<file path="src/rtl/zrhd_pkg.sv">
`timescale 1ns / 1ps
// ----------------------------------------------------------------------------
// zrhd_pkg
// Types and constants for the zero-run halfword decoder: the parser phase
// encoding and the widths of its counters.
// ----------------------------------------------------------------------------
package zrhd_pkg;

  localparam int unsigned SizeW  = 24;  // declared output size, bytes
  localparam int unsigned CountW = 25;  // bytes produced, room for overshoot

  // Parser phase, one-hot.
  typedef enum logic [4:0] {
    PH_HEADER = 5'b00001,  // four header bytes
    PH_ZERO   = 5'b00010,  // zero-count byte of a group
    PH_COPY   = 5'b00100,  // copy-count byte of a group
    PH_LIT_A  = 5'b01000,  // first byte of a literal pair
    PH_LIT_B  = 5'b10000   // second byte of a literal pair
  } phase_t;

  // Header byte positions: type byte, then size low, middle, high.
  localparam logic [1:0] HDR_TYPE = 2'd0;
  localparam logic [1:0] HDR_LO   = 2'd1;
  localparam logic [1:0] HDR_MID  = 2'd2;
  localparam logic [1:0] HDR_HI   = 2'd3;

endpackage

</file>
<file path="src/rtl/zero_run_halfword_decoder.sv">
`timescale 1ns / 1ps
// ----------------------------------------------------------------------------
// zero_run_halfword_decoder
// Parses a zero-run compressed byte stream and emits halfword results.
// ----------------------------------------------------------------------------
// Takes one stream byte per cycle on the byte channel, unless byte_stall holds
// it, and gives at most one result beat per byte on the result channel, in
// the cycle after the byte is taken. The byte decode is a single pass of
// small counter and compare logic between the parser registers and the
// result register, so the sustained rate is one byte per clock while no stall
// holds the flow. The result register acts as the only buffer: a new byte is
// taken while the held result is being drained, and byte_stall rises only
// when a result is held and the consumer stalls it. A stream begins with a
// byte marked by stream_start; a four-byte header (ignored type byte, then a
// 24-bit little-endian size) precedes groups of a zero-count byte, a
// copy-count byte and that many literal pairs. A zero run gives one beat with
// zero bytes and its repeat count; a literal pair gives one beat with repeat
// 1. The size is checked only at group end, so output may overshoot it; an
// end marker has repeat 0. Bytes after the end are dropped until the next stream_start.
// ----------------------------------------------------------------------------
module zero_run_halfword_decoder (
  input  logic       clk,
  input  logic       rst,
  // byte channel
  input  logic       byte_valid,
  output logic       byte_stall,
  input  logic [7:0] data_byte,
  input  logic       stream_start,
  // result channel
  output logic       res_valid,
  input  logic       res_stall,
  output logic [7:0] first_byte,
  output logic [7:0] second_byte,
  output logic [7:0] repeat_res,
  output logic       stream_end
);

  // Parser state.
  zrhd_pkg::phase_t               phase;
  logic [1:0]                     header_index;
  logic [zrhd_pkg::SizeW-1:0]     declared_size;
  logic [zrhd_pkg::CountW-1:0]    bytes_produced;
  logic [7:0]                     pairs_left;
  logic [7:0]                     held_byte;
  logic                           finished;

  zrhd_pkg::phase_t               phase_next;
  logic [1:0]                     header_index_next;
  logic [zrhd_pkg::SizeW-1:0]     declared_size_next;
  logic [zrhd_pkg::CountW-1:0]    bytes_produced_next;
  logic [7:0]                     pairs_left_next;
  logic [7:0]                     held_byte_next;
  logic                           finished_next;

  // Result produced by the byte being taken.
  logic       emit;
  logic [7:0] emit_first;
  logic [7:0] emit_second;
  logic [7:0] emit_repeat;
  logic       emit_end;

  logic       accept;
  logic       size_reached;
  logic [zrhd_pkg::CountW-1:0] bp_pair;

  // Hold the byte side only while a result sits stalled in the register.
  assign byte_stall = res_valid & res_stall;
  assign accept     = byte_valid & ~byte_stall;

  always_comb begin
    phase_next          = phase;
    header_index_next   = header_index;
    declared_size_next  = declared_size;
    bytes_produced_next = bytes_produced;
    pairs_left_next     = pairs_left;
    held_byte_next      = held_byte;
    finished_next       = finished;
    emit                = 1'b0;
    emit_first          = 8'd0;
    emit_second         = 8'd0;
    emit_repeat         = 8'd0;
    emit_end            = 1'b0;
    bp_pair             = '0;
    size_reached        = 1'b0;

    if (accept) begin
      // A start restarts the parser, and the same byte is parsed after it.
      if (stream_start) begin
        phase_next          = zrhd_pkg::PH_HEADER;
        header_index_next   = zrhd_pkg::HDR_TYPE;
        declared_size_next  = '0;
        bytes_produced_next = '0;
        pairs_left_next     = 8'd0;
        held_byte_next      = 8'd0;
        finished_next       = 1'b0;
      end

      if (!finished_next) begin
        unique case (phase_next)
          zrhd_pkg::PH_HEADER: begin
            unique case (header_index_next)
              zrhd_pkg::HDR_TYPE: ;
              zrhd_pkg::HDR_LO:   declared_size_next[7:0]   = declared_size_next[7:0] | data_byte;
              zrhd_pkg::HDR_MID:  declared_size_next[15:8]  = declared_size_next[15:8] | data_byte;
              zrhd_pkg::HDR_HI:   declared_size_next[23:16] = declared_size_next[23:16] | data_byte;
              default: ;
            endcase
            if (header_index_next == zrhd_pkg::HDR_HI) begin
              header_index_next = zrhd_pkg::HDR_TYPE;
              if (declared_size_next == '0) begin
                // Empty stream: end marker straight away.
                finished_next = 1'b1;
                emit          = 1'b1;
                emit_end      = 1'b1;
              end else begin
                phase_next = zrhd_pkg::PH_ZERO;
              end
            end else begin
              header_index_next = header_index_next + 2'd1;
            end
          end

          zrhd_pkg::PH_ZERO: begin
            phase_next = zrhd_pkg::PH_COPY;
            if (data_byte != 8'd0) begin
              bytes_produced_next = bytes_produced_next
                                  + {{(zrhd_pkg::CountW-9){1'b0}}, data_byte, 1'b0};
              emit        = 1'b1;
              emit_repeat = data_byte;
            end
          end

          zrhd_pkg::PH_COPY: begin
            if (data_byte != 8'd0) begin
              pairs_left_next = data_byte;
              phase_next      = zrhd_pkg::PH_LIT_A;
            end else begin
              phase_next   = zrhd_pkg::PH_ZERO;
              size_reached = bytes_produced_next
                          >= {{(zrhd_pkg::CountW-zrhd_pkg::SizeW){1'b0}}, declared_size_next};
              if (size_reached) begin
                finished_next = 1'b1;
                emit          = 1'b1;
                emit_end      = 1'b1;
              end
            end
          end

          zrhd_pkg::PH_LIT_A: begin
            held_byte_next = data_byte;
            phase_next     = zrhd_pkg::PH_LIT_B;
          end

          zrhd_pkg::PH_LIT_B: begin
            bp_pair             = bytes_produced_next + zrhd_pkg::CountW'(2);
            bytes_produced_next = bp_pair;
            pairs_left_next     = pairs_left_next - 8'd1;
            emit                = 1'b1;
            emit_first          = held_byte_next;
            emit_second         = data_byte;
            emit_repeat         = 8'd1;
            if (pairs_left_next == 8'd0) begin
              phase_next   = zrhd_pkg::PH_ZERO;
              size_reached = bp_pair
                          >= {{(zrhd_pkg::CountW-zrhd_pkg::SizeW){1'b0}}, declared_size_next};
              if (size_reached) begin
                finished_next = 1'b1;
                emit_end      = 1'b1;
              end
            end else begin
              phase_next = zrhd_pkg::PH_LIT_A;
            end
          end

          default: ;
        endcase
      end
    end
  end

  // Parser registers.
  always_ff @(posedge clk) begin
    if (rst) begin
      phase          <= zrhd_pkg::PH_HEADER;
      header_index   <= zrhd_pkg::HDR_TYPE;
      declared_size  <= '0;
      bytes_produced <= '0;
      pairs_left     <= 8'd0;
      held_byte      <= 8'd0;
      finished       <= 1'b1;
    end else begin
      phase          <= phase_next;
      header_index   <= header_index_next;
      declared_size  <= declared_size_next;
      bytes_produced <= bytes_produced_next;
      pairs_left     <= pairs_left_next;
      held_byte      <= held_byte_next;
      finished       <= finished_next;
    end
  end

  // Result register: load on a producing byte, drop once the beat is taken.
  always_ff @(posedge clk) begin
    if (rst) begin
      res_valid <= 1'b0;
    end else if (accept && emit) begin
      res_valid <= 1'b1;
    end else if (!res_stall) begin
      res_valid <= 1'b0;
    end
  end

  always_ff @(posedge clk) begin
    if (accept && emit) begin
      first_byte  <= emit_first;
      second_byte <= emit_second;
      repeat_res  <= emit_repeat;
      stream_end  <= emit_end;
    end
  end

endmodule

</file>
<file path="config.mk">
export PLATFORM = sky130hd
export DESIGN_NAME = zero_run_halfword_decoder
export DESIGN_NICKNAME = d
export VERILOG_FILES = /design/src/rtl/zrhd_pkg.sv /design/src/rtl/zero_run_halfword_decoder.sv
export SDC_FILE = /design/constraint.sdc
export NUM_CORES = 1
export LEC_CHECK = 0
export BUFFER_PORTS_ARGS = -buffer_cell sky130_fd_sc_hd__buf_2
export CORE_ASPECT_RATIO = 0.7
export CORE_MARGIN = 2
export CORE_UTILIZATION = 40
export DETAILED_ROUTE_END_ITERATION = 16
export PLACE_DENSITY = 0.63
export SKIP_LAST_GASP = 1
export SLEW_MARGIN = 10
export SYNTH_ARGS = -nofsm -noshare
export SYNTH_HDL_FRONTEND = slang
export SYNTH_SLANG_ARGS = --single-unit
</file>
<file path="constraint.sdc">
create_clock -name clk -period 10.67 [get_ports clk]
set_clock_uncertainty 0.2 [all_clocks]
set_input_delay 1.6005 -clock clk [delete_from_list [all_inputs] [get_ports clk]]
set_output_delay 1.6005 -clock clk [all_outputs]
set_load 0.05 [all_outputs]
</file>
==> results of run 1 <==
==> flip-flops by register name, summed over array words and instances (netlist names), 2 cells and up <==
name            cells
bytes_produced     25
declared_size      24
first_byte          8
header_index        2
held_byte           8
pairs_left          8
phase               5
repeat_res          8
second_byte         8
==> kinds of logic (layout without fill, tap and decap cells) <==
kind of cell             count (synthesis)  after routing  share of synthesized area, %
AO/OA/AOI/OAI                          230            230                          21.3
XOR/XNOR                                35             35                          4.40
adder cells (fa/ha/maj)                 62             62                          11.0
buffers and inverters                   66             84                          3.96
flip-flops                              99             99                          31.3
multiplexers                             6              6                         0.859
AND/OR/NAND/NOR                        350            350                          27.2
==> worst max path at each step <==
stage | startpoint | to | slack (ns)
6_report | stream_start | stream_end$_SDFFCE_PP0P_ | 4.98
5_1_grt | stream_start | stream_end$_SDFFCE_PP0P_ | 4.72
2_1_floorplan | stream_start | stream_end$_SDFFCE_PP0P_ | 4.94
4_1_cts | stream_start | stream_end$_SDFFCE_PP0P_ | 5.04
3_3_place_gp | stream_start | stream_end$_SDFFCE_PP0P_ | 4.79
3_5_place_dp | stream_start | stream_end$_SDFFCE_PP0P_ | 4.70
==> worst max-delay path: cells and delay by family <==
| kind | cells | cell delay (ns) |
|---|---|---|
| XOR/XNOR | 1 | 0.16 |
| adder cells (fa/ha/maj) | 2 | 0.63 |
| buffers and inverters | 2 | 0.38 |
| AO/OA/AOI/OAI | 2 | 0.47 |
| AND/OR/NAND/NOR | 10 | 2.45 |
==> final cells by class <==
type | count | area (µm²)
well taps | 231 | 289
inverters | 20 | 75.1
clock inverters | 7 | 77.6
fillers | 1792 | 9530
repair buffers | 48 | 263
clock buffers | 9 | 225
multi-input cells | 683 | 4620
flip-flops and latches | 99 | 2230
==> synthesized netlist by cell type (3+ instances only) <==
cell / instances
sky130_fd_sc_hd__nand3b_1: 6
sky130_fd_sc_hd__o21a_1: 5
sky130_fd_sc_hd__o211ai_1: 6
sky130_fd_sc_hd__xor2_1: 11
sky130_fd_sc_hd__inv_1: 19
sky130_fd_sc_hd__nand4_1: 7
sky130_fd_sc_hd__nor4_1: 13
sky130_fd_sc_hd__and2_1: 26
sky130_fd_sc_hd__and3_1: 12
sky130_fd_sc_hd__a22oi_1: 51
sky130_fd_sc_hd__xnor2_1: 23
sky130_fd_sc_hd__mux2i_1: 5
sky130_fd_sc_hd__nor3_1: 16
sky130_fd_sc_hd__dfxtp_1: 74
sky130_fd_sc_hd__nand3_1: 21
sky130_fd_sc_hd__buf_2: 7
sky130_fd_sc_hd__o31a_1: 3
sky130_fd_sc_hd__nand2b_1: 35
sky130_fd_sc_hd__and4_1: 4
sky130_fd_sc_hd__nor2_1: 102
sky130_fd_sc_hd__a21o_1: 7
sky130_fd_sc_hd__a211oi_1: 9
sky130_fd_sc_hd__edfxtp_1: 25
sky130_fd_sc_hd__nor3_2: 3
sky130_fd_sc_hd__clkbuf_1: 33
sky130_fd_sc_hd__nor2_2: 3
sky130_fd_sc_hd__o21bai_1: 6
sky130_fd_sc_hd__nand2_1: 53
sky130_fd_sc_hd__a221oi_1: 3
sky130_fd_sc_hd__nor2b_1: 20
sky130_fd_sc_hd__a221o_1: 3
sky130_fd_sc_hd__buf_6: 3
sky130_fd_sc_hd__a31oi_1: 4
sky130_fd_sc_hd__ha_1: 61
sky130_fd_sc_hd__nor4_2: 3
sky130_fd_sc_hd__o21ai_1: 9
sky130_fd_sc_hd__a21oi_1: 59
sky130_fd_sc_hd__o22ai_1: 10
sky130_fd_sc_hd__o21ai_0: 31
==> layer usage <==
| layer | vias up | share of wire, % | GRT usage (%) | wire [µm] |
|---|---|---|---|---|
| met5 | - | 0 | 0 | 0 |
| met4 | 0 | 1.1 | 4.85 | 265 |
| met3 | 17 | 12 | 5.80 | 2710 |
| met2 | 321 | 37 | 31.5 | 8560 |
| met1 | 3195 | 50 | 42.1 | 11700 |
| li1 | 3123 | - | - | - |
==> metrics by stage <==
stage               instances  cell area [µm²]  setup slack, ns
floorplan                 848             7140             4.94
detailed placement       1081             7480             4.70
global placement         1081             7480             4.79
CTS                      1097             7780             5.04
finish                   1097             7780             4.98
global route             1097             7780             4.72
==> cell usage in the layout (no fill, tap or decap), drive strengths merged, types with 8 or more instances in the layout <==
| master | synthesis | final |
|---|---|---|
| nor2 | 106 | 106 |
| dfxtp | 74 | 74 |
| ha | 61 | 61 |
| a21oi | 60 | 60 |
| nand2 | 54 | 54 |
| a22oi | 51 | 51 |
| buf | 13 | 48 |
| o21ai | 40 | 40 |
| nand2b | 37 | 37 |
| and2 | 26 | 26 |
| edfxtp | 25 | 25 |
| xnor2 | 24 | 24 |
| inv | 20 | 24 |
| nor2b | 22 | 22 |
| nand3 | 21 | 21 |
| nor3 | 19 | 19 |
| nor4 | 17 | 17 |
| and3 | 12 | 12 |
| xor2 | 11 | 11 |
| o22ai | 10 | 10 |
| a211oi | 10 | 10 |
| clkbuf | 33 | 9 |
| nand4 | 8 | 8 |
==> power by group through the flow <==
| stage | sequential (µW) | combinational (µW) | clock, µW |
|---|---|---|---|
| floorplan | 396 | 44.3 | 0 |
| global placement | 397 | 68.1 | 0 |
| detailed placement | 397 | 67.7 | 0 |
| CTS | 388 | 68.0 | 340 |
| global route | 388 | 75.1 | 355 |
| finish | 388 | 70.3 | 338 |
==> Implementation_results.wiki, run 1 <==
{| class="wikitable"
! Metric !! Value
|-
| Run status || finished, final reports clean
|-
| Biggest area contributors in the synthesized netlist || sky130_fd_sc_hd__dfxtp_1 21%, sky130_fd_sc_hd__ha_1 11%, sky130_fd_sc_hd__edfxtp_1 11%
|-
| Power density cells || 102 nW/µm²
|-
| Final cell utilization of the core || 45.0%
|-
| Pin slew with the least headroom to its limit || 1.07 ns
|-
| Final Hold Viols || 0
|-
| Share of the clock period used by the worst path || 53.3%
|-
| Maximum count of clock buffers along a single path || 2
|-
| Dominant synthesized flop cell || sky130_fd_sc_hd__dfxtp_1
|-
| Total DRC errors in the routed layout || 0
|-
| Detail-routed via count per cell || 6.07
|-
| Seq pwr share || 48.8%
|-
| Hold-critical path depth || 2
|-
| Hold Path End || held_byte[1]$_SDFFE_PP0P_
|-
| Share of power burned in combinational logic || 8.8%
|-
| Reported max-cap violation count || 0
|-
| Syn Nets || 923
|-
| Overall die height || 116 µm
|-
| RSZ-0062 raised after global routing || no
|-
| Global-route usage over all layers || 25.2%
|-
| Post-synthesis register bit count || 99
|-
| Warnings from Yosys || 0
|-
| Proportion of layout cells with a drive suffix above 1 || 11.0%
|-
| Leakage component of the power || 0.00302 µW
|-
| Synth Instances || 848
|-
| Syn avg cell area || 8.41 µm²
|-
| Launch instance of the worst min-delay path || held_byte[1]$_SDFFE_PP0P_
|-
| Hold WC Path Type || reg -> reg
|-
| Final setup violation count || 0
|-
| Setup Total Neg Slack || 0 ns
|-
| Num Clock Sinks || 99
|-
| Cell Chain, Critical Path || buf_2 > buf_4 > nor2b_1 > ha_1 > nand4b_4 > or4b_1 > nor3_2 > xnor2_1 > nor2_2 > ha_1 > nand4_1 > nor3_1 > nand4_1 > o21ai_0 > nor4_2 > o211ai_1 > and2_1
|-
| DIE AREA || 18,900 µm²
|-
| Number of inserted diodes || 0
|-
| Detailed-route wire length || 23,200 µm
|-
| Clock network fraction of design power || 42.4%
|-
| Critical Path Fanout Max || 56
|-
| Maximum single-stage delay on the critical path || 0.75 ns
|-
| Element type at the critical path start || primary input
|-
| Reg-to-reg startpoint || bytes_produced[2]$_SDFFE_PP0P_
|-
| CTS root buffer || sky130_fd_sc_hd__clkbuf_16
|-
| Hold_ws || 0.300 ns
|-
| Ys async rst share || 0%
|-
| Vias in the first global route || 5,879
|-
| Port buffer count || 39
|-
| Placeable core area || 17,300 µm²
|-
| Remaining antenna violation count after routing || 0
|-
| Reg2reg setup slack || 6.27 ns
|-
| Pins Over Slew Limit || 0
|-
| Power Total || 796 µW
|-
| Fraction of synthesized cell area taken by the top area cell type || 20.8%
|-
| Die X || 164 µm
|-
| Cell type of the slowest stage on the worst timing path || sky130_fd_sc_hd__or4b_1
|-
| Total clock buffers created by CTS || 9
|-
| Clock insertion delay at the later pin of the skew report || 0.36 ns
|-
| R2R depth || 15
|-
| CP Class || in -> reg
|-
| Ports placed on the boundary || 40
|-
| Via total after detailed routing || 6,656
|-
| Number of H-tree branching levels || 3
|-
| Post-synthesis cell type with the largest combined area || sky130_fd_sc_hd__dfxtp_1
|-
| Switching power share of the total || 28.0%
|-
| Global-route wire length before repair || 36,000 µm
|-
| Final weighted congestion in routability-driven placement || 0.999
|-
| Crit path time final || 5.69 ns
|-
| TritonCTS clock tree || yes
|-
| Number of distinct standard cells referenced by the synthesized netlist || 83
|-
| FF-to-FF End || stream_end$_SDFFCE_PP0P_
|-
| Internal Power || 573 µW
|-
| Number of iterations in the first detailed-routing pass || 5
|-
| Fmax || 176 MHz
|-
| Num rows || 40
|-
| HPWL after DPL || 17,400 µm
|-
| Violation count after the first detailed-routing iteration || 808
|-
| CP endpoint kind || register
|-
| Routed wire length per instance || 21.2 µm
|-
| Global route total overflow || 0
|-
| Post-cts hold buffer count || 0
|-
| Starting Density || 41.2%
|-
| Relative slew slack || 27.9%
|-
| Clock input transition at the sequential cells of the worst setup and hold paths || 0.08 ns
|-
| Post-synth EDFFs || 25
|-
| Worst ir drop on vdd || 0.0689 mV
|-
| Data arrival time at the worst-slack endpoint || 5.70 ns
|-
| Number of antenna violations at the first check in global routing || 0
|-
| Post-CTS Setup Inserts || 0
|-
| Area grow syn2layout || 9.10%
|-
| Critical Path RT || 10.68 ns
|-
| Quantity of gates resized following cts || 0
|-
| Final layout net count || 936
|-
| Register area share after synthesis || 31.3%
|-
| Switch Pwr || 223 µW
|-
| Cell Area, Synth || 7140 µm²
|-
| Largest net degree at the start of global routing || 76
|}
(Power assumes the default switching activity.)
==> run 2, diff against run 1 <==
- clock period: 10.67 -> 5.29 ns (I/O delays scaled with it)
==> run 2 against run 1 <==
  * Sequential cell count did not move
  * Die area unchanged
  * Critical endpoint unchanged
  * Hold slack got worse by 0.029 ns
  * Global-route usage is essentially flat
  * Design area increased by 0.48%
  * Non-clock buffer count is 6 higher
  * Highest routed layer unchanged
==> Implementation_results.wiki, run 2 (synthesized netlist as in run 1, its figures left out) <==
{| class="wikitable"
! Metric !! Value
|-
| Hold_ws || 0.271 ns
|-
| Origin of the worst setup path || stream_start
|-
| Setup Total Neg Slack || 0 ns
|-
| Leakage component of the power || 0.00305 µW
|-
| Final layout net count || 942
|-
| Share of the clock period used by the worst path || 84.9%
|-
| Violation count after the first detailed-routing iteration || 885
|-
| Total clock buffers created by CTS || 9
|-
| Biggest register || bytes_produced
|-
| CP Class || in -> reg
|-
| Num rows || 40
|-
| Pin slew with the least headroom to its limit || 1.04 ns
|-
| Ports placed on the boundary || 40
|-
| Routed wire length per instance || 21.0 µm
|-
| Vias in the first global route || 6,091
|-
| Proportion of layout cells with a drive suffix above 1 || 11.6%
|-
| Post-cts hold buffer count || 0
|-
| Highest-count cells in the layout ignoring fill and taps || 101 x sky130_fd_sc_hd__nor2_1, 74 x sky130_fd_sc_hd__dfxtp_1, 61 x sky130_fd_sc_hd__ha_1, 59 x sky130_fd_sc_hd__a21oi_1, 53 x sky130_fd_sc_hd__nand2_1
|-
| Remaining antenna violation count after routing || 0
|-
| Final Hold Viols || 0
|-
| Data arrival time at the worst-slack endpoint || 4.41 ns
|-
| Number of iterations in the first detailed-routing pass || 5
|-
| Num Clock Sinks || 99
|-
| Die X || 164 µm
|-
| Number of H-tree branching levels || 3
|-
| TritonCTS clock tree || yes
|-
| Post-CTS Setup Inserts || 0
|-
| Share of power burned in combinational logic || 8.9%
|-
| Largest registers ranked by flip-flop count || bytes_produced x25, declared_size x24
|-
| Fmax || 223 MHz
|-
| Port buffer count || 39
|-
| Reported max-cap violation count || 0
|-
| Clock insertion delay at the later pin of the skew report || 0.36 ns
|-
| CP endpoint kind || register
|-
| Clock input transition at the sequential cells of the worst setup and hold paths || 0.08 ns
|-
| RSZ-0062 raised after global routing || no
|-
| Internal Power || 1160 µW
|-
| Launch instance of the worst min-delay path || bytes_produced[0]$_SDFFE_PP0P_
|-
| Flip-flop count of the largest register after layout || 25
|-
| DIE AREA || 18,900 µm²
|-
| Global-route wire length before repair || 35,900 µm
|-
| Largest net degree at the start of global routing || 75
|-
| Overall die height || 116 µm
|-
| Switch Pwr || 438 µW
|-
| Reg2reg setup slack || 0.95 ns
|-
| Relative slew slack || 30.3%
|-
| R2R depth || 15
|-
| Starting Density || 41.2%
|-
| Placeable core area || 17,300 µm²
|-
| Pins Over Slew Limit || 0
|-
| Power density cells || 205 nW/µm²
|-
| HPWL after DPL || 17,300 µm
|-
| Critical Path Fanout Max || 7
|-
| Seq pwr share || 48.9%
|-
| Via total after detailed routing || 6,655
|-
| Detail-routed via count per cell || 6.03
|-
| Element type at the critical path start || primary input
|-
| Area grow syn2layout || 9.63%
|-
| Clock network fraction of design power || 42.2%
|-
| Maximum count of clock buffers along a single path || 2
|-
| Most frequent standard cell in the layout excluding fill and tap cells || sky130_fd_sc_hd__nor2_1
|-
| Total DRC errors in the routed layout || 0
|-
| Global route total overflow || 0
|-
| Number of filler cells placed in the layout || 1,730
|-
| Number of inserted diodes || 0
|-
| Crit path time final || 4.49 ns
|-
| Reg-to-reg startpoint || bytes_produced[2]$_SDFFE_PP0P_
|-
| Critical Path RT || 5.21 ns
|-
| Global-route usage over all layers || 25.2%
|-
| Hold WC Path Type || reg -> reg
|-
| Hold Path End || bytes_produced[0]$_SDFFE_PP0P_
|-
| CTS root buffer || sky130_fd_sc_hd__clkbuf_16
|-
| Final setup violation count || 0
|-
| Quantity of gates resized following cts || 0
|-
| Number of antenna violations at the first check in global routing || 0
|-
| Run status || finished, final reports clean
|-
| Switching power share of the total || 27.4%
|-
| Worst ir drop on vdd || 0.162 mV
|-
| FF-to-FF End || stream_end$_SDFFCE_PP0P_
|-
| Hold-critical path depth || 1
|-
| Final weighted congestion in routability-driven placement || 0.980
|-
| Detailed-route wire length || 23,200 µm
|}
[run 2: cell types whose count changed in the layout (fill, tap and decap cells not counted), sizes merged]
| cell | before | now |
|---|---|---|
| inv | 24 | 23 |
| buf | 48 | 54 |
| clkbuf | 9 | 10 |
[run 2: area by class of cell]
class,count,area [µm²],share of cell area (%)
Clock buffer,10,239,3.06
Inverter,20,75.1,0.960
Multi-Input combinational cell,683,4620,59.1
Tap cell,231,289,3.69
Timing Repair Buffer,54,308,3.93
Sequential cell,99,2230,28.5
Clock inverter,6,56.3,0.720
[run 2: metal layers]
layer	up-vias	wire length (µm)	GRT usage, %
li1	3144	-	-
met1	3135	11400	39.5
met2	357	8780	33.2
met3	19	2750	7.37
met4	0	293	5.38
met5	-	0	0
[run 2: per-stage QoR]
stage | utilization, % | instance area [µm²] | instances | power [µW] | worst slack [ns]
5_1_grt | 45.2 | 7820 | 1103 | 1640 | 0.482
6_report | 45.2 | 7820 | 1103 | 1600 | 0.800
3_3_place_gp | 43.5 | 7530 | 1087 | 938 | 0.543
4_1_cts | 45.2 | 7820 | 1103 | 1610 | 0.852
3_5_place_dp | 43.5 | 7530 | 1087 | 938 | 0.507
2_1_floorplan | - | 7140 | 848 | 888 | 0.370
[run 2: power groups by stage]
stage                     clock, µW  combinational [µW]  sequential, µW
final                           675                 142             782
after global routing            706                 154             783
after CTS                       684                 139             782
after detailed placement          0                 138             800
after global placement            0                 138             800
after floorplan                   0                89.4             799
[run 2: worst max path at each step]
stage / end / slack, ns
after global placement: stream_end$_SDFFCE_PP0P_ / 0.54
after global routing: stream_end$_SDFFCE_PP0P_ / 0.48
after CTS: stream_end$_SDFFCE_PP0P_ / 0.85
final: stream_end$_SDFFCE_PP0P_ / 0.80
after floorplan: stream_end$_SDFFCE_PP0P_ / 0.37
after detailed placement: stream_end$_SDFFCE_PP0P_ / 0.51
[run 2: critical path, stage by stage]
cell and delay, ns:
sky130_fd_sc_hd__buf_2 0.12, sky130_fd_sc_hd__nor2b_1 0.30, sky130_fd_sc_hd__ha_1 0.30, sky130_fd_sc_hd__nand4b_4 0.13, sky130_fd_sc_hd__or4b_1 0.75, sky130_fd_sc_hd__nor2_8 0.26
sky130_fd_sc_hd__nand2_1 0.10, sky130_fd_sc_hd__xnor2_1 0.25, sky130_fd_sc_hd__ha_1 0.28, sky130_fd_sc_hd__nand2_1 0.07, sky130_fd_sc_hd__o21ai_0 0.11, sky130_fd_sc_hd__a211oi_1 0.19
sky130_fd_sc_hd__a21oi_1 0.12, sky130_fd_sc_hd__nor4_2 0.29, sky130_fd_sc_hd__o211ai_1 0.15, sky130_fd_sc_hd__and2_1 0.19
==> run 3, diff against run 2 <==
- PLACE_DENSITY: 0.63 -> 0.65
- clock period: 5.29 -> 3.8 ns (I/O delays scaled with it)
==> run 3 against run 2 <==
  * Sequential power rose by 39%
  * Via count rose by 7.4%
  * Global-route usage rose by 2.2 points
  * Clock-buffer cell count rose by 1
  * Worst setup slack got worse by 0.69 ns
  * Critical path type unchanged
  * Critical endpoint is now finished$_SDFFE_PP1P_
  * Largest cell class unchanged
  * Largest power group unchanged
==> Implementation_results.wiki, run 3 (synthesized netlist as in run 1, its figures left out) <==
{| class="wikitable"
! Metric !! Value
|-
| Final Hold Viols || 0
|-
| Worst ir drop on vdd || 0.179 mV
|-
| CTS root buffer || sky130_fd_sc_hd__clkbuf_16
|-
| FF-to-FF End || finished$_SDFFE_PP1P_
|-
| Final cell count without fillers || 1,203
|-
| Total DRC errors in the routed layout || 0
|-
| Hold Path End || bytes_produced[0]$_SDFFE_PP0P_
|-
| Fmax || 271 MHz
|-
| Number of cells in the design after placement || 1,187
|-
| Largest net degree at the start of global routing || 44
|-
| Clock input transition at the sequential cells of the worst setup and hold paths || 0.07 ns
|-
| Final setup violation count || 0
|-
| Num Clock Sinks || 99
|-
| Launch instance of the worst min-delay path || bytes_produced[0]$_SDFFE_PP0P_
|-
| Global route total overflow || 0
|-
| Detail-routed via count per cell || 5.94
|-
| Routed wire length per instance || 21.1 µm
|-
| Detailed-route wire length || 25,400 µm
|-
| Number of iterations in the first detailed-routing pass || 6
|-
| DIE AREA || 18,900 µm²
|-
| Run status || finished, final reports clean
|-
| Number of filler cells placed in the layout || 1,716
|-
| Relative slew slack || 37.8%
|-
| Largest registers ranked by flip-flop count || bytes_produced x25, declared_size x24
|-
| Pin slew with the least headroom to its limit || 0.931 ns
|-
| Final weighted congestion in routability-driven placement || 1.00
|-
| Leakage component of the power || 0.00358 µW
|-
| Area of all sequential standard cells || 2230 µm²
|-
| Remaining antenna violation count after routing || 0
|-
| Hold WC Path Type || reg -> reg
|-
| Number of H-tree branching levels || 3
|-
| Num rows || 40
|-
| Placeable core area || 17,300 µm²
|-
| Via total after detailed routing || 7,148
|-
| HPWL after DPL || 19,300 µm
|-
| Flip-flop count of the largest register after layout || 25
|-
| Number of inserted diodes || 0
|-
| Biggest register || bytes_produced
|-
| Clock insertion delay at the later pin of the skew report || 0.36 ns
|-
| CP endpoint kind || register
|-
| Critical Path Fanout Max || 11
|-
| Global-route usage over all layers || 27.3%
|-
| Violation count after the first detailed-routing iteration || 863
|-
| Hold-critical path depth || 1
|-
| Final layout net count || 1,042
|-
| Vias in the first global route || 6,415
|-
| Overall die height || 116 µm
|-
| TritonCTS clock tree || yes
|-
| Proportion of layout cells with a drive suffix above 1 || 21.5%
|-
| R2R depth || 16
|-
| Reported max-cap violation count || 0
|-
| Footprint of the multi-input gates || 4680 µm²
|-
| Power density cells || 274 nW/µm²
|-
| Most frequent standard cell in the layout excluding fill and tap cells || sky130_fd_sc_hd__buf_4
|-
| Total clock buffers created by CTS || 9
|-
| Share of the clock period used by the worst path || 97.2%
|-
| Maximum count of clock buffers along a single path || 2
|-
| Data arrival time at the worst-slack endpoint || 3.75 ns
|-
| Highest-count cells in the layout ignoring fill and taps || 114 x sky130_fd_sc_hd__buf_4, 101 x sky130_fd_sc_hd__nor2_1, 73 x sky130_fd_sc_hd__dfxtp_1, 60 x sky130_fd_sc_hd__ha_1, 59 x sky130_fd_sc_hd__a21oi_1
|-
| Area grow syn2layout || 21.8%
|-
| Ports placed on the boundary || 40
|-
| Crit path time final || 3.69 ns
|-
| Die X || 164 µm
|-
| Starting Density || 41.2%
|-
| CP Class || in -> reg
|-
| Global-route wire length before repair || 38,300 µm
|-
| Element type at the critical path start || primary input
|-
| Reg-to-reg startpoint || bytes_produced[1]$_SDFFE_PP0P_
|-
| Setup Total Neg Slack || 0 ns
|-
| RSZ-0062 raised after global routing || no
|-
| Number of antenna violations at the first check in global routing || 0
|-
| Reg2reg setup slack || 0.14 ns
|-
| Port buffer count || 39
|-
| Critical Path RT || 3.85 ns
|-
| Pins Over Slew Limit || 0
|}
[run 3: area by class of cell]
cell class	instances	share of cell area (%)
Clock buffer	11	2.92
Multi-Input combinational cell	683	53.9
Inverter	20	0.864
Timing Repair Buffer	154	12.3
Tap cell	231	3.33
Clock inverter	5	0.950
Sequential cell	99	25.7
[run 3: report_power, final]
group / total (µW) / internal (µW) / leakage [µW] / switching, µW
Clock: 1070 / 622 / 0.000166 / 446
Sequential: 1090 / 1080 / 0.000808 / 9.18
Combinational: 222 / 76.5 / 0.00260 / 146
[run 3: worst max-delay path by stage]
stage	from	end	slack, ns	cells after the start
after CTS	bytes_produced[1]$_SDFFE_PP0P_	stream_end$_SDFFCE_PP0P_	0.13	16
after global routing	stream_start	finished$_SDFFE_PP1P_	0.004	16
final	stream_start	finished$_SDFFE_PP1P_	0.11	16
after floorplan	stream_start	finished$_SDFFE_PP1P_	-0.44	20
after global placement	stream_start	finished$_SDFFE_PP1P_	-0.13	16
after detailed placement	stream_start	finished$_SDFFE_PP1P_	-0.16	15
[run 3: routing by layer]
layer	routed length [µm]	GRT usage [%]	vias to the layer above
li1	-	-	3347
met1	12200	42.8	3384
met2	9520	35.3	391
met3	3180	8.30	24
met4	329	6.55	2
met5	92	3.54	-
[run 3: what timing repair did]
action / 4_1_cts / 5_1_grt
endpoints found under the setup margin: 0 / 2
hold buffers: 0 / 0
endpoints found under the hold margin: 0 / 0
resized for setup: 0 / 2
setup buffers: 0 / 0
[run 3: worst max-delay path: stages]
cell	delay (ns)
sky130_fd_sc_hd__buf_2	0.15
sky130_fd_sc_hd__buf_4	0.19
sky130_fd_sc_hd__buf_4	0.17
sky130_fd_sc_hd__nand2b_1	0.19
sky130_fd_sc_hd__nor4_2	0.31
sky130_fd_sc_hd__buf_4	0.17
sky130_fd_sc_hd__nand4_1	0.11
sky130_fd_sc_hd__xnor2_1	0.39
sky130_fd_sc_hd__ha_1	0.33
sky130_fd_sc_hd__a21oi_1	0.13
sky130_fd_sc_hd__o21ai_0	0.16
sky130_fd_sc_hd__a211oi_2	0.17
sky130_fd_sc_hd__a21oi_1	0.10
sky130_fd_sc_hd__nor4_2	0.18
sky130_fd_sc_hd__o211ai_1	0.13
sky130_fd_sc_hd__a221o_1	0.30
[run 3: metrics by stage]
| stage | hold WS, ns | utilization [%] | total power (µW) | area, µm² | worst slack (ns) |
|---|---|---|---|---|---|
| 3_3_place_gp | 0.255 | 48.2 | 1330 | 8350 | -0.131 |
| 5_1_grt | 0.314 | 50.2 | 2440 | 8690 | 0.00398 |
| 6_report | 0.279 | 50.2 | 2380 | 8690 | 0.106 |
| 4_1_cts | 0.288 | 50.2 | 2390 | 8690 | 0.126 |
| 2_1_floorplan | 0.231 | - | 1240 | 7230 | -0.441 |
| 3_5_place_dp | 0.258 | 48.2 | 1330 | 8350 | -0.158 |
